==> config.mk <==
export PLATFORM = sky130hd
export DESIGN_NAME = unix_time_calendar_converter_flat
export DESIGN_NICKNAME = d
export VERILOG_FILES = /design/src/rtl/ucc_pkg.sv /design/src/rtl/ucc_in_if.sv /design/src/rtl/ucc_out_if.sv /design/src/rtl/ucc_alu.sv /design/src/rtl/unix_time_calendar_converter.sv /design/src/flat_wrapper.sv
export SDC_FILE = /design/constraint.sdc
export NUM_CORES = 2
export LEC_CHECK = 0
export ABC_AREA = 0
export BUFFER_PORTS_ARGS = -buffer_cell sky130_fd_sc_hd__buf_2
export CAP_MARGIN = 10
export CORE_ASPECT_RATIO = 0.8
export CORE_MARGIN = 2
export CORE_UTILIZATION = 25
export DETAILED_ROUTE_END_ITERATION = 16
export SYNTH_ARGS = -nofsm -noshare
export SYNTH_HDL_FRONTEND = slang
export SYNTH_HIERARCHICAL = 1
export SYNTH_SLANG_ARGS = --single-unit
==> constraint.sdc <==
create_clock -name clk -period 13.9 [get_ports clk]
set_input_delay 2.78 -clock clk [delete_from_list [all_inputs] [get_ports clk]]
set_output_delay 2.78 -clock clk [all_outputs]
set_load 0.02 [all_outputs]
==> src/rtl/ucc_pkg.sv <==
// Package for the Unix time and calendar converter.
// Holds field widths, calendar constants, the operation code and the leap and
// month-length helpers. It depends on nothing.
package ucc_pkg;

  localparam int SECS_W  = 32;
  localparam int YEAR_W  = 12;
  localparam int MONTH_W = 4;
  localparam int DAY_W   = 5;
  localparam int HOUR_W  = 5;
  localparam int MIN_W   = 6;
  localparam int SEC_W   = 6;
  localparam int REM_W   = 17;
  localparam int MOD25_W = 5;
  localparam int YLEN_W  = 9;
  localparam int RCP_W   = 26;
  localparam int MUL_W   = SECS_W + RCP_W;

  typedef enum logic {
    OP_DATE_TO_SECS = 1'b0,
    OP_SECS_TO_DATE = 1'b1
  } op_t;

  localparam logic [YEAR_W-1:0]  EPOCH_YEAR     = 12'd1970;
  localparam logic [MOD25_W-1:0] EPOCH_MOD25    = 5'd20;
  localparam logic [MOD25_W-1:0] MOD25_LAST     = 5'd24;
  localparam logic [REM_W-1:0]   SECS_PER_DAY   = 17'd86400;
  localparam logic [REM_W-1:0]   SECS_PER_HOUR  = 17'd3600;
  localparam logic [REM_W-1:0]   SECS_PER_MIN   = 17'd60;
  localparam logic [RCP_W-1:0]   LEAP_DIVISOR   = 26'd25;
  localparam logic [YLEN_W-1:0]  YEAR_DAYS      = 9'd365;
  localparam logic [YLEN_W-1:0]  LEAP_YEAR_DAYS = 9'd366;
  localparam logic [MONTH_W-1:0] MONTH_FIRST    = 4'd1;
  localparam logic [MONTH_W-1:0] MONTH_LAST     = 4'd12;

  // A quotient is ((x >> PRE) * RECIP) >> SHIFT, which is exact over the range
  // of x that each division sees.
  localparam int DAY_PRE    = 7;
  localparam int DAY_SHIFT  = 35;
  localparam int HOUR_PRE   = 4;
  localparam int HOUR_SHIFT = 21;
  localparam int MIN_PRE    = 2;
  localparam int MIN_SHIFT  = 14;
  localparam int YEAR_SHIFT = 15;
  localparam logic [RCP_W-1:0] DAY_RECIP  = 26'd50903317;
  localparam logic [RCP_W-1:0] HOUR_RECIP = 26'd9321;
  localparam logic [RCP_W-1:0] MIN_RECIP  = 26'd1093;
  localparam logic [RCP_W-1:0] YEAR_RECIP = 26'd1311;

  // A year is a leap year when it divides by 4 and either does not divide by
  // 25 or divides by 16, which matches the 4, 100 and 400 rule.
  function automatic logic is_leap(input logic [3:0] year_lo,
                                   input logic [MOD25_W-1:0] mod25);
    is_leap = (year_lo[1:0] == 2'd0) && ((mod25 != '0) || (year_lo == 4'd0));
  endfunction

  function automatic logic [DAY_W-1:0] month_days(input logic [MONTH_W-1:0] m,
                                                  input logic leap);
    logic [DAY_W-1:0] d;
    unique case (m)
      4'd1, 4'd3, 4'd5, 4'd7, 4'd8, 4'd10, 4'd12: d = 5'd31;
      4'd4, 4'd6, 4'd9, 4'd11:                   d = 5'd30;
      4'd2:                                      d = leap ? 5'd29 : 5'd28;
      default:                                   d = 5'd0;
    endcase
    month_days = d;
  endfunction

endpackage

==> src/rtl/ucc_in_if.sv <==
// Input channel of the Unix time and calendar converter.
// Carries valid, ready and one item; widths come from ucc_pkg.
interface ucc_in_if;
  logic                          valid;
  logic                          ready;
  logic                          operation;
  logic [ucc_pkg::YEAR_W-1:0]    in_year;
  logic [ucc_pkg::MONTH_W-1:0]   in_month;
  logic [ucc_pkg::DAY_W-1:0]     in_day;
  logic [ucc_pkg::HOUR_W-1:0]    in_hour;
  logic [ucc_pkg::MIN_W-1:0]     in_minute;
  logic [ucc_pkg::SEC_W-1:0]     in_second;
  logic [ucc_pkg::SECS_W-1:0]    in_epoch_seconds;

  modport source (output valid, operation, in_year, in_month, in_day, in_hour,
                  in_minute, in_second, in_epoch_seconds, input ready);
  modport sink   (input valid, operation, in_year, in_month, in_day, in_hour,
                  in_minute, in_second, in_epoch_seconds, output ready);
endinterface

==> src/rtl/ucc_out_if.sv <==
// Result channel of the Unix time and calendar converter.
// Carries valid, ready and one result item; widths come from ucc_pkg.
interface ucc_out_if;
  logic                          valid;
  logic                          ready;
  logic [ucc_pkg::SECS_W-1:0]    out_epoch_seconds;
  logic [ucc_pkg::YEAR_W-1:0]    out_year;
  logic [ucc_pkg::MONTH_W-1:0]   out_month;
  logic [ucc_pkg::DAY_W-1:0]     out_day;
  logic [ucc_pkg::HOUR_W-1:0]    out_hour;
  logic [ucc_pkg::MIN_W-1:0]     out_minute;
  logic [ucc_pkg::SEC_W-1:0]     out_second;

  modport source (output valid, out_epoch_seconds, out_year, out_month, out_day,
                  out_hour, out_minute, out_second, input ready);
  modport sink   (input valid, out_epoch_seconds, out_year, out_month, out_day,
                  out_hour, out_minute, out_second, output ready);
endinterface

==> src/rtl/ucc_alu.sv <==
// Shared 32-bit adder and subtractor of the converter.
// Every walk, division remainder and accumulation goes through it; uses ucc_pkg.
module ucc_alu (
  input  logic [ucc_pkg::SECS_W-1:0] a,
  input  logic [ucc_pkg::SECS_W-1:0] b,
  input  logic                       sub,
  output logic [ucc_pkg::SECS_W-1:0] result,
  output logic                       carry
);
  import ucc_pkg::*;

  logic [SECS_W:0] sum;

  // For a subtraction the carry is high when a is not below b.
  assign sum    = {1'b0, a} + {1'b0, (sub ? ~b : b)} + {{SECS_W{1'b0}}, sub};
  assign result = sum[SECS_W-1:0];
  assign carry  = sum[SECS_W];
endmodule

==> src/rtl/unix_time_calendar_converter.sv <==
// Top level of the Unix time and calendar converter.
// Uses ucc_pkg, ucc_in_if, ucc_out_if and the shared adder ucc_alu.
//
//  channel | direction | payload
//  in_ch   | in        | operation, date and time of day, epoch seconds
//  out_ch  | out       | epoch seconds, date and time of day
//
// Date to seconds walks the years from 1970 and then the months before the
// given month, adding their lengths in days.
// Seconds to date takes reciprocal divisions for days, hours and minutes, each
// a quotient, product and remainder step, then walks the years and the months.
// All of it runs through one shared adder and one multiplier under the sequencer.
// Reset is synchronous and clears the sequencer and the result valid only.
// A finished result waits in the output register; the next item is taken
// while it stalls, and a second result waits until the first is taken.
module unix_time_calendar_converter (
  input  logic      clk,
  input  logic      rst_n,
  ucc_in_if.sink    in_ch,
  ucc_out_if.source out_ch
);
  import ucc_pkg::*;

  typedef enum logic [4:0] {
    ST_IDLE,
    ST_D_QYR,
    ST_D_PYR,
    ST_D_RYR,
    ST_D_YEAR,
    ST_D_MONTH,
    ST_D_DAY,
    ST_D_DAYM1,
    ST_D_MULDAY,
    ST_D_MULHR,
    ST_D_ADDHR,
    ST_D_MULMIN,
    ST_D_ADDMIN,
    ST_D_ADDSEC,
    ST_S_QDAY,
    ST_S_PDAY,
    ST_S_RDAY,
    ST_S_QHR,
    ST_S_PHR,
    ST_S_RHR,
    ST_S_QMIN,
    ST_S_PMIN,
    ST_S_RMIN,
    ST_S_YEAR,
    ST_S_MONTH,
    ST_FIN
  } state_t;

  state_t               state_r;
  op_t                  op_r;
  logic [YEAR_W-1:0]    year_in_r;
  logic [MONTH_W-1:0]   month_in_r;
  logic [DAY_W-1:0]     day_in_r;
  logic [HOUR_W-1:0]    hour_in_r;
  logic [MIN_W-1:0]     min_in_r;
  logic [SEC_W-1:0]     sec_in_r;
  logic [SECS_W-1:0]    acc_r;
  logic [SECS_W-1:0]    num_r;
  logic [SECS_W-1:0]    prod_r;
  logic [REM_W-1:0]     rem_r;
  logic [YEAR_W-1:0]    y_r;
  logic [MOD25_W-1:0]   mod25_r;
  logic [MONTH_W-1:0]   m_r;
  logic                 leap_r;
  logic [HOUR_W-1:0]    hour_r;
  logic [MIN_W-1:0]     min_r;
  logic [SEC_W-1:0]     sec_r;

  logic                 out_valid_r;
  logic [SECS_W-1:0]    out_secs_r;
  logic [YEAR_W-1:0]    out_year_r;
  logic [MONTH_W-1:0]   out_month_r;
  logic [DAY_W-1:0]     out_day_r;
  logic [HOUR_W-1:0]    out_hour_r;
  logic [MIN_W-1:0]     out_min_r;
  logic [SEC_W-1:0]     out_sec_r;

  logic [SECS_W-1:0]    alu_a;
  logic [SECS_W-1:0]    alu_b;
  logic                 alu_sub;
  logic [SECS_W-1:0]    alu_res;
  logic                 alu_carry;
  logic                 cur_leap;
  logic [YLEN_W-1:0]    ylen;
  logic [DAY_W-1:0]     mdays;
  logic [SECS_W-1:0]    mul_x;
  logic [RCP_W-1:0]     mul_k;
  logic [MUL_W-1:0]     mul_full;
  logic                 in_fire;
  logic                 out_free;

  ucc_alu u_alu (
    .a      (alu_a),
    .b      (alu_b),
    .sub    (alu_sub),
    .result (alu_res),
    .carry  (alu_carry)
  );

  assign in_fire   = in_ch.valid && (state_r == ST_IDLE);
  assign out_free  = !out_valid_r || out_ch.ready;
  assign cur_leap  = is_leap(y_r[3:0], mod25_r);
  assign ylen      = cur_leap ? LEAP_YEAR_DAYS : YEAR_DAYS;
  assign mdays     = month_days(m_r, leap_r);
  assign mul_full  = MUL_W'(mul_x) * MUL_W'(mul_k);

  always_comb begin
    unique case (state_r)
      ST_D_QYR: begin
        mul_x = SECS_W'(year_in_r);
        mul_k = YEAR_RECIP;
      end
      ST_D_PYR: begin
        mul_x = num_r;
        mul_k = LEAP_DIVISOR;
      end
      ST_D_MULDAY: begin
        mul_x = acc_r;
        mul_k = RCP_W'(SECS_PER_DAY);
      end
      ST_D_MULHR: begin
        mul_x = SECS_W'(hour_in_r);
        mul_k = RCP_W'(SECS_PER_HOUR);
      end
      ST_D_MULMIN: begin
        mul_x = SECS_W'(min_in_r);
        mul_k = RCP_W'(SECS_PER_MIN);
      end
      ST_S_QDAY: begin
        mul_x = SECS_W'(num_r[SECS_W-1:DAY_PRE]);
        mul_k = DAY_RECIP;
      end
      ST_S_PDAY: begin
        mul_x = acc_r;
        mul_k = RCP_W'(SECS_PER_DAY);
      end
      ST_S_QHR: begin
        mul_x = SECS_W'(rem_r[REM_W-1:HOUR_PRE]);
        mul_k = HOUR_RECIP;
      end
      ST_S_PHR: begin
        mul_x = SECS_W'(hour_r);
        mul_k = RCP_W'(SECS_PER_HOUR);
      end
      ST_S_QMIN: begin
        mul_x = SECS_W'(rem_r[REM_W-1:MIN_PRE]);
        mul_k = MIN_RECIP;
      end
      ST_S_PMIN: begin
        mul_x = SECS_W'(min_r);
        mul_k = RCP_W'(SECS_PER_MIN);
      end
      default: begin
        mul_x = '0;
        mul_k = '0;
      end
    endcase
  end

  always_comb begin
    alu_a   = acc_r;
    alu_b   = '0;
    alu_sub = 1'b0;
    unique case (state_r)
      ST_D_RYR: begin
        alu_a   = SECS_W'(year_in_r);
        alu_b   = prod_r;
        alu_sub = 1'b1;
      end
      ST_S_RDAY: begin
        alu_a   = num_r;
        alu_b   = prod_r;
        alu_sub = 1'b1;
      end
      ST_S_RHR, ST_S_RMIN: begin
        alu_a   = SECS_W'(rem_r);
        alu_b   = prod_r;
        alu_sub = 1'b1;
      end
      ST_D_YEAR: alu_b = SECS_W'(ylen);
      ST_S_YEAR: begin
        alu_b   = SECS_W'(ylen);
        alu_sub = 1'b1;
      end
      ST_D_MONTH: alu_b = SECS_W'(mdays);
      ST_S_MONTH: begin
        alu_b   = SECS_W'(mdays);
        alu_sub = 1'b1;
      end
      ST_D_DAY: alu_b = SECS_W'(day_in_r);
      ST_D_DAYM1: begin
        alu_b   = SECS_W'(1);
        alu_sub = 1'b1;
      end
      ST_D_ADDHR, ST_D_ADDMIN: alu_b = prod_r;
      ST_D_ADDSEC: alu_b = SECS_W'(sec_in_r);
      default: begin
        alu_b = '0;
      end
    endcase
  end

  always_ff @(posedge clk) begin
    if (!rst_n) begin
      state_r     <= ST_IDLE;
      out_valid_r <= 1'b0;
    end else begin
      if (out_valid_r && out_ch.ready && (state_r != ST_FIN)) begin
        out_valid_r <= 1'b0;
      end
      unique case (state_r)
        ST_IDLE: begin
          if (in_fire) begin
            op_r       <= op_t'(in_ch.operation);
            year_in_r  <= in_ch.in_year;
            month_in_r <= in_ch.in_month;
            day_in_r   <= in_ch.in_day;
            hour_in_r  <= in_ch.in_hour;
            min_in_r   <= in_ch.in_minute;
            sec_in_r   <= in_ch.in_second;
            acc_r      <= '0;
            y_r        <= EPOCH_YEAR;
            mod25_r    <= EPOCH_MOD25;
            m_r        <= MONTH_FIRST;
            if (op_t'(in_ch.operation) == OP_SECS_TO_DATE) begin
              num_r   <= in_ch.in_epoch_seconds;
              state_r <= ST_S_QDAY;
            end else begin
              state_r <= ST_D_QYR;
            end
          end
        end
        ST_D_QYR: begin
          num_r   <= mul_full[YEAR_SHIFT +: SECS_W];
          state_r <= ST_D_PYR;
        end
        ST_D_PYR: begin
          prod_r  <= mul_full[SECS_W-1:0];
          state_r <= ST_D_RYR;
        end
        ST_D_RYR: begin
          leap_r  <= is_leap(year_in_r[3:0], alu_res[MOD25_W-1:0]);
          state_r <= ST_D_YEAR;
        end
        ST_D_YEAR: begin
          if (y_r < year_in_r) begin
            acc_r   <= alu_res;
            y_r     <= y_r + YEAR_W'(1);
            mod25_r <= (mod25_r == MOD25_LAST) ? '0 : mod25_r + MOD25_W'(1);
          end else begin
            state_r <= ST_D_MONTH;
          end
        end
        ST_D_MONTH: begin
          if (m_r < month_in_r) begin
            acc_r <= alu_res;
            m_r   <= m_r + MONTH_W'(1);
          end else begin
            state_r <= ST_D_DAY;
          end
        end
        ST_D_DAY: begin
          acc_r   <= alu_res;
          state_r <= ST_D_DAYM1;
        end
        ST_D_DAYM1: begin
          acc_r   <= alu_res;
          state_r <= ST_D_MULDAY;
        end
        ST_D_MULDAY: begin
          acc_r   <= mul_full[SECS_W-1:0];
          state_r <= ST_D_MULHR;
        end
        ST_D_MULHR: begin
          prod_r  <= mul_full[SECS_W-1:0];
          state_r <= ST_D_ADDHR;
        end
        ST_D_ADDHR: begin
          acc_r   <= alu_res;
          state_r <= ST_D_MULMIN;
        end
        ST_D_MULMIN: begin
          prod_r  <= mul_full[SECS_W-1:0];
          state_r <= ST_D_ADDMIN;
        end
        ST_D_ADDMIN: begin
          acc_r   <= alu_res;
          state_r <= ST_D_ADDSEC;
        end
        ST_D_ADDSEC: begin
          acc_r   <= alu_res;
          state_r <= ST_FIN;
        end
        ST_S_QDAY: begin
          acc_r   <= SECS_W'(mul_full[MUL_W-1:DAY_SHIFT]);
          state_r <= ST_S_PDAY;
        end
        ST_S_PDAY: begin
          prod_r  <= mul_full[SECS_W-1:0];
          state_r <= ST_S_RDAY;
        end
        ST_S_RDAY: begin
          rem_r   <= alu_res[REM_W-1:0];
          state_r <= ST_S_QHR;
        end
        ST_S_QHR: begin
          hour_r  <= mul_full[HOUR_SHIFT +: HOUR_W];
          state_r <= ST_S_PHR;
        end
        ST_S_PHR: begin
          prod_r  <= mul_full[SECS_W-1:0];
          state_r <= ST_S_RHR;
        end
        ST_S_RHR: begin
          rem_r   <= alu_res[REM_W-1:0];
          state_r <= ST_S_QMIN;
        end
        ST_S_QMIN: begin
          min_r   <= mul_full[MIN_SHIFT +: MIN_W];
          state_r <= ST_S_PMIN;
        end
        ST_S_PMIN: begin
          prod_r  <= mul_full[SECS_W-1:0];
          state_r <= ST_S_RMIN;
        end
        ST_S_RMIN: begin
          sec_r   <= alu_res[SEC_W-1:0];
          state_r <= ST_S_YEAR;
        end
        ST_S_YEAR: begin
          if (alu_carry) begin
            acc_r   <= alu_res;
            y_r     <= y_r + YEAR_W'(1);
            mod25_r <= (mod25_r == MOD25_LAST) ? '0 : mod25_r + MOD25_W'(1);
          end else begin
            leap_r  <= cur_leap;
            state_r <= ST_S_MONTH;
          end
        end
        ST_S_MONTH: begin
          if ((m_r <= MONTH_LAST) && alu_carry) begin
            acc_r <= alu_res;
            m_r   <= m_r + MONTH_W'(1);
          end else begin
            state_r <= ST_FIN;
          end
        end
        ST_FIN: begin
          if (out_free) begin
            out_valid_r <= 1'b1;
            if (op_r == OP_SECS_TO_DATE) begin
              out_secs_r  <= '0;
              out_year_r  <= y_r;
              out_month_r <= m_r;
              out_day_r   <= acc_r[DAY_W-1:0] + DAY_W'(1);
              out_hour_r  <= hour_r;
              out_min_r   <= min_r;
              out_sec_r   <= sec_r;
            end else begin
              out_secs_r  <= acc_r;
              out_year_r  <= '0;
              out_month_r <= '0;
              out_day_r   <= '0;
              out_hour_r  <= '0;
              out_min_r   <= '0;
              out_sec_r   <= '0;
            end
            state_r <= ST_IDLE;
          end
        end
        default: begin
          state_r <= ST_IDLE;
        end
      endcase
    end
  end

  assign in_ch.ready              = (state_r == ST_IDLE);
  assign out_ch.valid             = out_valid_r;
  assign out_ch.out_epoch_seconds = out_secs_r;
  assign out_ch.out_year          = out_year_r;
  assign out_ch.out_month         = out_month_r;
  assign out_ch.out_day           = out_day_r;
  assign out_ch.out_hour          = out_hour_r;
  assign out_ch.out_minute        = out_min_r;
  assign out_ch.out_second        = out_sec_r;
endmodule

==> src/flat_wrapper.sv <==
// flat-port wrapper written by rule: the top's interface ports become plain ports
module unix_time_calendar_converter_flat import ucc_pkg::*;
  (clk, rst_n, in_ch_valid, in_ch_operation, in_ch_in_year, in_ch_in_month, in_ch_in_day, in_ch_in_hour, in_ch_in_minute, in_ch_in_second, in_ch_in_epoch_seconds, in_ch_ready, out_ch_valid, out_ch_out_epoch_seconds, out_ch_out_year, out_ch_out_month, out_ch_out_day, out_ch_out_hour, out_ch_out_minute, out_ch_out_second, out_ch_ready);
  ucc_in_if in_ch_i ();
  ucc_out_if out_ch_i ();
  input  logic clk;
  input  logic rst_n;
  input wire logic [$bits(in_ch_i.valid)-1:0] in_ch_valid;
  input wire logic [$bits(in_ch_i.operation)-1:0] in_ch_operation;
  input wire logic [$bits(in_ch_i.in_year)-1:0] in_ch_in_year;
  input wire logic [$bits(in_ch_i.in_month)-1:0] in_ch_in_month;
  input wire logic [$bits(in_ch_i.in_day)-1:0] in_ch_in_day;
  input wire logic [$bits(in_ch_i.in_hour)-1:0] in_ch_in_hour;
  input wire logic [$bits(in_ch_i.in_minute)-1:0] in_ch_in_minute;
  input wire logic [$bits(in_ch_i.in_second)-1:0] in_ch_in_second;
  input wire logic [$bits(in_ch_i.in_epoch_seconds)-1:0] in_ch_in_epoch_seconds;
  output wire logic [$bits(in_ch_i.ready)-1:0] in_ch_ready;
  output wire logic [$bits(out_ch_i.valid)-1:0] out_ch_valid;
  output wire logic [$bits(out_ch_i.out_epoch_seconds)-1:0] out_ch_out_epoch_seconds;
  output wire logic [$bits(out_ch_i.out_year)-1:0] out_ch_out_year;
  output wire logic [$bits(out_ch_i.out_month)-1:0] out_ch_out_month;
  output wire logic [$bits(out_ch_i.out_day)-1:0] out_ch_out_day;
  output wire logic [$bits(out_ch_i.out_hour)-1:0] out_ch_out_hour;
  output wire logic [$bits(out_ch_i.out_minute)-1:0] out_ch_out_minute;
  output wire logic [$bits(out_ch_i.out_second)-1:0] out_ch_out_second;
  input wire logic [$bits(out_ch_i.ready)-1:0] out_ch_ready;
  assign in_ch_i.valid = in_ch_valid;
  assign in_ch_i.operation = in_ch_operation;
  assign in_ch_i.in_year = in_ch_in_year;
  assign in_ch_i.in_month = in_ch_in_month;
  assign in_ch_i.in_day = in_ch_in_day;
  assign in_ch_i.in_hour = in_ch_in_hour;
  assign in_ch_i.in_minute = in_ch_in_minute;
  assign in_ch_i.in_second = in_ch_in_second;
  assign in_ch_i.in_epoch_seconds = in_ch_in_epoch_seconds;
  assign in_ch_ready = in_ch_i.ready;
  assign out_ch_valid = out_ch_i.valid;
  assign out_ch_out_epoch_seconds = out_ch_i.out_epoch_seconds;
  assign out_ch_out_year = out_ch_i.out_year;
  assign out_ch_out_month = out_ch_i.out_month;
  assign out_ch_out_day = out_ch_i.out_day;
  assign out_ch_out_hour = out_ch_i.out_hour;
  assign out_ch_out_minute = out_ch_i.out_minute;
  assign out_ch_out_second = out_ch_i.out_second;
  assign out_ch_i.ready = out_ch_ready;
  unix_time_calendar_converter u_core (.clk(clk), .rst_n(rst_n), .in_ch(in_ch_i), .out_ch(out_ch_i));
endmodule
==> out/summary.txt <==
Startpoint Class = register
# nets final = 4777
Number of max-cap violations = 0
Worst-path clk slew = 70 ps
Yosys top cell by area = fa_1
Ratio of cells with drive above 1 in the final layout = 8.215%
Total CTS buffers = 29
Mapped cell area = 0.03542 mm²
Synth Register Bits = 267
Syn Area/Cell = 9.879 µm²
Worst Path Max Fanout = 57
Area contributors post-synth = fa_1 (30%), edfxtp_1 (22%), ha_1 (12%)
CTS Sinks = 267
Achievable Freq = 0.09793 GHz
Port Buf Inserts = 146
Hold WC Path Type = register to register
WP data required = 14220 ps
Post-CTS sizing = 0
Post-CTS Setup Inserts = 0
Top_reg_cell synth = edfxtp_1
Final Slew Violations = 0
Die W = 424.8 µm
Via count = 26712
Least-Margin Pin Slew = 1232 ps
Vias per std cell = 4.658
Total die area = 0.1447 mm²
Number of global-route vias before repair = 27630
Final HPWL DP = 100.2 mm
Worst Setup Path Type = register to register
Largest net degree at the start of global routing = 58
Register area = 0.007958 mm²
Outcome = completed
Async S/R FF share, synth = 0%
Setup repair after global routing missed its margin = no
Fin. Hold Viols = 0
WL final = 118.8 mm
Die Y = 340.6 µm
DRC = 0
Global-route wire length before repair = 178.1 mm
TNS Setup = 0 ps
Max stage delay on crit path = 630 ps
Register area share after synthesis = 22.47%
Hold WS = 535.9 ps
Fin crit period = 10210 ps
Global-route usage over all layers = 16.39%
CTS tree = done
Footprint of the multi-input gates = 0.02465 mm²
Initial DRC Count = 2795
R2r setup slk = 3690 ps
Cell count after synthesis = 3585
Final setup fails = 0
CTS Hold Buffers Added = 0
Post-synth top cells = inv_1 (798), fa_1 (526), ha_1 (340)
CP Buf/Inv Count = 8
Drt pass-1 iters = 10
Area growth from synthesis to layout = 13.21%
Core area = 0.1407 mm²
CTS Root Cell = clkbuf_16
WP data arrival = 10530 ps
Clk buf depth = 3
Critical Path Sink Type = register
Antenna violations before repair = 4
Worst path top cell family by delay = adder cells
Slew HR = 17.59%
Num ports = 147
H-Tree Depth = 1
Synth Warn # = 6
Post-synth EDFFs = 261
CP max stage cell = inv_1
Number of fillers in the final layout = 14897
Drt wl/cell = 20.71 µm
RePlAce Congestion = 0.9784
Gr ovfl total = 0
Num rows = 123
Clock Skew = 21.48 ps
Count leader, synth = inv_1
Top-area cell type share of the netlist area = 29.73%
Worst skew pair latency = 620 ps
Count of cell types in the netlist = 92
Crit share post-route = 73.46%
Routed Antenna Nets = 0
Initial Util = 25.18%
[logic make-up (layout without fill, tap and decap cells)]
| logic type | Yosys count | after routing | synth area share, % |
|---|---|---|---|
| AND/OR/NAND/NOR | 893 | 893 | 12.13 |
| other | 2 | 151 | 0.02121 |
| buffers and inverters | 916 | 1042 | 9.860 |
| AO/OA/AOI/OAI | 500 | 500 | 10.18 |
| flip-flops | 267 | 267 | 22.47 |
| XOR/XNOR | 124 | 124 | 3.067 |
| adder cells (fa/ha/maj) | 866 | 866 | 41.75 |
| multiplexers | 17 | 17 | 0.5229 |
[cell usage in the layout (no fill, tap or decap), drive strengths merged, types with 7 or more instances in the layout]
master  instances
clkbuf         37
nor2          175
edfxtp        261
buf           190
a22oi          23
or3            15
a31oi          11
o221ai          9
o21ai          83
fa            526
nor3           36
o21a           12
a22o           33
o211ai         17
xnor2          57
xor2           67
o22ai           8
nand2b         29
a222oi         21
or2            16
a21oi         112
o31ai          11
a21o           58
inv           800
a221o           7
bufinv          7
conb          150
ha            340
mux2           12
and2          102
nand2         326
o21bai         18
nor2b          56
a211o          13
nand3          48
a211oi         18
and3           34
nand4          28
[state kept, by name, indices dropped and copies added, names as in the netlist, 12 cells and up]
signal,flops
u_core/prod_r,32
u_core/y_r,12
u_core/year_in_r,12
u_core/acc_r,32
u_core/num_r,32
u_core/out_ch.out_year,12
u_core/out_ch.out_epoch_seconds,32
u_core/rem_r,17
[cell type report]
cell class	count	area share (%)
Multi-Input combinational cell	2550	61.49
Sequential cell	267	19.85
Inverter	798	7.471
Tap cell	1875	5.851
Timing Repair Buffer	190	2.646
Clock buffer	37	1.985
Clock inverter	17	0.7084
Antenna cell	1	0.006241
[stage by stage]
step	setup WS (ps)	cells	cell area, µm²	utilization, %
2_1_floorplan	3678	3733	35970	-
3_3_place_gp	4020	5680	39010	27.73
3_5_place_dp	3835	5680	39010	27.73
4_1_cts	3786	5734	40090	28.50
5_1_grt	3210	5734	40090	28.50
6_report	3689	5735	40090	28.50
[layer usage]
metal / wire (µm) / vias to the layer above / share of wire (%) / track usage, %
met5: 26 / - / 0.022 / 0
met4: 4826 / 4 / 4.1 / 5.858
met3: 8436 / 175 / 7.1 / 1.885
met2: 54190 / 1054 / 46 / 26.22
met1: 51310 / 13526 / 43 / 22.85
li1: - / 11953 / - / -
[final timing paths]
| kind | cells after the start | startpoint | endpoint |
|---|---|---|---|
| hold / removal | 1 | u_core/sec_r[3] | u_core/out_ch.out_second[3] |
| setup / recovery | 31 | u_core/state_r[4] | u_core/acc_r[15] |
| setup reg to reg | 31 | u_core/state_r[4] | u_core/acc_r[15] |
| hold reg to reg | 1 | u_core/sec_r[3] | u_core/out_ch.out_second[3] |
Power is left out: the tool's default activity adds up to more than one toggle a clock period on the data nets, which glitch-free logic cannot reach.
